--- src/design/zbps_ram.sv ---
// Generic single-write, single-read synchronous RAM with registered read.
// No dependencies.
module zbps_ram #(
  parameter int WIDTH = 16,
  parameter int DEPTH = 256
) (
  input  logic                     clk,
  input  logic                     we,
  input  logic [$clog2(DEPTH)-1:0] waddr,
  input  logic [WIDTH-1:0]         wdata,
  input  logic [$clog2(DEPTH)-1:0] raddr,
  output logic [WIDTH-1:0]         rdata
);

  logic [WIDTH-1:0] mem [DEPTH];

  // Write port and registered read port
  always_ff @(posedge clk) begin
    if (we) begin
      mem[waddr] <= wdata;
    end
    rdata <= mem[raddr];
  end

endmodule

--- config.mk ---
export PLATFORM = sky130hd
export DESIGN_NAME = zbps_ram
export DESIGN_NICKNAME = d
export VERILOG_FILES = /design/src/design/zbps_ram.sv
export SDC_FILE = /design/constraint.sdc
export NUM_CORES = 2
export LEC_CHECK = 0
export BUFFER_PORTS_ARGS = -buffer_cell sky130_fd_sc_hd__buf_2
export CAP_MARGIN = 0
export CORE_UTILIZATION = 40
export CTS_CLUSTER_DIAMETER = 80
export DETAILED_ROUTE_END_ITERATION = 8
export HOLD_SLACK_MARGIN = 0.02
export PLACE_DENSITY_LB_ADDON = 0.2
export RECOVER_POWER = 50
export SLEW_MARGIN = 25
export SYNTH_ARGS = -nofsm -noshare
export SYNTH_HDL_FRONTEND = slang
export SYNTH_SLANG_ARGS = --single-unit
--- constraint.sdc ---
create_clock -name clk -period 5.6 [get_ports clk]
set_input_delay 1.68 -clock clk [delete_from_list [all_inputs] [get_ports clk]]
set_output_delay 1.68 -clock clk [all_outputs]
set_load 0.01 [all_outputs]
### Word-level counts from Yosys, hierarchy flattened

Memory sizes are Yosys's and may differ from the RTL's. A register that Yosys moved wholly into a read port is not among the register bits.
Cells that the tools add are included.

* bits in registers: 0
* bits in writable memories: 4096
* output and inout bits: 16
* word-level logic and storage cells: 3
* memories: 1

* muxes and demuxes: 2

Memories
* mem: depth 256, width 16, rd ports 1, clocked after Yosys merged registers in 1, write ports 1, line 15 `logic [WIDTH-1:0] mem [DEPTH];`

Operator list (count)
* 1-bit 2-to-1 mux: 2

### Logic depth before layout (Yosys ltp)

* word-level depth: 2
* depth in mapped cells: 12

### Least setup slack after synthesis

Ideal clock, no wire load.

* path kind: input-to-reg
* start point: in waddr[3]
* end point: mem mem[235][0] (enable)
* arrival: 3457 ps
* setup slack: 1755 ps
* stages on the path: 6
* buffers on the path: 3
* cells stage by stage: clkbuf_1 -> nor2b_1 -> clkbuf_1 -> nand4_1 -> clkbuf_1 -> nor2_1

RTL lines
* from (decl): line 9 `input logic [$clog2(DEPTH)-1:0] waddr,`
* to (decl): line 15

No word-level cell before the write port.

### Final worst setup path

* start point: in wdata[4]
* end point: mem mem[70][4], data pin

RTL lines
* from (decl): line 10 `input logic [WIDTH-1:0] wdata,`

No word-level cell before the write port.

==> impl_metrics.env <==
export IMPL_rows=230
export IMPL_crit_type="primary input to flip-flop"
export IMPL_rrSetupSlack_ns=2.58
export IMPL_power_switching_mw=13.95
export IMPL_syn_inst=7360
export IMPL_syn_nets=7394
export IMPL_end_kind="flip-flop"
export IMPL_grt_util_all_layers_pct=21.66
export IMPL_worst_r2r_path_depth=7
export IMPL_crit_path_max_fanout=95
export IMPL_worst_slew_pin_transition_ns=4.477
export IMPL_tritoncts="built"
export IMPL_finalClockSkew_ns=0.05041
export IMPL_post_cts_buffers=0
export IMPL_wl_um=437700
export IMPL_hold_path_class="flip-flop to flip-flop"
export IMPL_hold_start="mem[218][14]$_DFFE_PP_"
export IMPL_antenna_found_initial=27
export IMPL_clk_pin_slew_ns=0.06
export IMPL_synthArstFlopShare_pct=0
export IMPL_period_minus_slack_ns=4.858
export IMPL_nNetsFinal=8026
export IMPL_vias=78830
export IMPL_placed_cell_area_sq_um=168900
export IMPL_cts_resized=0
export IMPL_vias_per_cell=5.803
export IMPL_layout_cells_most_common="edfxtp_1"
export IMPL_power_mw=64.77
export IMPL_timing_rr_end="rdata[9]$_DFF_P_"
export IMPL_synth_cell_types=52
export IMPL_clk_latency_ns=0.98
export IMPL_max_stage_delay_ns=2.96
export IMPL_io_pins=50
export IMPL_ys_ff_latch=4112
export IMPL_yosys_warnings=0
export IMPL_final_period_utilization_pct=86.76
export IMPL_gr_total_overflow=0
export IMPL_dieHeight_um=631.9
export IMPL_run_status="finished with violations"
export IMPL_p_seq_share_pct=52.6
export IMPL_fp_dieArea_sq_um=399300
export IMPL_firstDrtPassIters=7
export IMPL_hpwlAfterDp_um=266500
export IMPL_max_freq_ghz=0.2058
export IMPL_cts_root_buffer="clkbuf_16"
export IMPL_p_comb_share_pct=5.0
export IMPL_dp_worst_setup_slack_ns=-0.1236
export IMPL_yosysSeqAreaShare_pct=77.70
export IMPL_wl_per_cell_um=32.22
export IMPL_hold_ws_ns=1.078
export IMPL_switching_share_pct=21.54
export IMPL_cts_sinks=4112
export IMPL_final_antenna_net_count=0
export IMPL_max_cap_violations=29
export IMPL_drive_gt1_share_pct=27.13
export IMPL_syn_to_final_growth_pct=14.77
export IMPL_start_kind="primary input"
export IMPL_powerDensity_nw_per_um2=355.6
export IMPL_cp_top_family="buffers and inverters"
export IMPL_setup_slack_ns=0.7415
export IMPL_finalSetupViolCount=0
export IMPL_final_hold_viol_count=0
export IMPL_die_x_um=631.9
export IMPL_start_util_pct=40.32
export IMPL_p_leak_nw=57.75
export IMPL_first_iter_violations=8978
export IMPL_routabilityCongestion=0.8723
export IMPL_grt_max_degree=138
export IMPL_ir_drop_uv=263.4
export IMPL_cts_buffer_depth=4
export IMPL_final_cell_area_sq_um=182200
export IMPL_dpl_cell_count=12790
export IMPL_rr_startpoint="mem[1][9]$_DFFE_PP_"
export IMPL_relSlewSlack_pct=-198.5
export IMPL_critPathSlowestCell="dlymetal6s2s_1"
export IMPL_synth_edf_count=4096
export IMPL_syn_area_per_cell_sq_um=21.56
export IMPL_path_buf_inv=1
export IMPL_drcViolationCount=0
export IMPL_final_max_slew_viol_count=2056
export IMPL_rsz0062_at_grt="false"
export IMPL_layout_common_cells="4096 x edfxtp_1, 797 x mux4_2, 565 x mux2i_1, 516 x buf_4, 433 x clkbuf_16"
export IMPL_hold_depth=6
export IMPL_utilization_pct=46.27
export IMPL_grt_pass1_wl_um=613500
export IMPL_holdPathEnd="rdata[14]$_DFF_P_"
export IMPL_core_sq_um=393700
export IMPL_setup_tns_ns=0
export IMPL_path_cells="dlymetal6s2s_1"
export IMPL_cts_buffers=422
export IMPL_portBuffers=49
export IMPL_crit_arrival_ns=4.96
export IMPL_synth_ff_type="edfxtp_1"
export IMPL_intPower_mw=50.82
export IMPL_required_ns=5.70
export IMPL_clkPwrFrac_pct=42.4
export IMPL_grt_pass1_vias=78620
export IMPL_violations="capacitance limit, slew limit"
export IMPL_syn_area_sq_um=158700
export IMPL_htree_levels=5
export IMPL_hold_buffers=0
export IMPL_instances_no_fill=13590
[worst max-delay path by stage]
stage / startpoint / endpoint / cells after the start / slack (ns)
after detailed placement: raddr[0] / rdata[11]$_DFF_P_ / 10 / -0.12
after CTS: raddr[0] / rdata[11]$_DFF_P_ / 10 / 0.92
after floorplan: waddr[3] / mem[235][0]$_DFFE_PP_ / 6 / 1.76
after global placement: raddr[0] / rdata[9]$_DFF_P_ / 10 / -0.19
after global routing: wdata[14] / mem[63][14]$_DFFE_PP_ / 3 / 0.54
final: wdata[4] / mem[70][4]$_DFFE_PP_ / 1 / 0.74
[area by class of cell]
type / instances / area, sq um
fillers: 32840 / 211500
flip-flops and latches: 4112 / 123300
clock inverters: 265 / 2263
diodes: 14 / 35.03
multi-input cells: 2792 / 33150
well taps: 5220 / 6531
clock buffers: 518 / 11180
inverters: 4 / 27.53
repair buffers: 660 / 5647
[cell usage after synthesis, drive strengths merged, types with 18 or more instances]
library cell	count	share of area, %
mux4	797	11
buf	222	1.1
o32ai	21	0.12
a221oi	28	0.15
a22o	32	0.18
nand3	35	0.11
a22oi	43	0.20
nand4	26	0.10
o21ai	38	0.12
a211oi	18	0.085
a21oi	175	0.55
mux2i	565	3.6
nor3	92	0.29
clkbuf	230	0.54
o221ai	253	1.4
nor2	304	0.72
o22ai	148	0.58
mux2	88	0.62
nor4	18	0.075
nand2	38	0.090
edfxtp	4096	77
[power by group through the flow]
stage | clock, mW | combinational (mW) | sequential, mW
floorplan | 0 | 1.67 | 34.6
global placement | 0 | 3.27 | 34.6
detailed placement | 0 | 3.32 | 34.7
CTS | 28.0 | 3.33 | 34.0
global route | 29.0 | 3.43 | 34.0
finish | 27.5 | 3.27 | 34.0
[layer usage]
metal	share of wire [%]	track usage, %	up-vias
met3	6.6	3.169	601
met1	42	30.53	42800
met2	48	34.91	2820
li1	-	-	32600
met5	0.014	0	-
met4	3.3	6.809	10
[state kept, by name (all words and copies together) (netlist names)]
register  count
rdata        16
mem        4096
[logic make-up (layout without fill, tap and decap cells)]
kind of cell	after synthesis	count (layout)	synth area share [%]
flip-flops	4112	4112	77.70
AND/OR/NAND/NOR	556	556	1.574
multiplexers	1450	1450	15.50
other	0	14	0
AO/OA/AOI/OAI	786	786	3.537
buffers and inverters	456	1447	1.693
No activity file was read; power rests on OpenSTA's default activity.
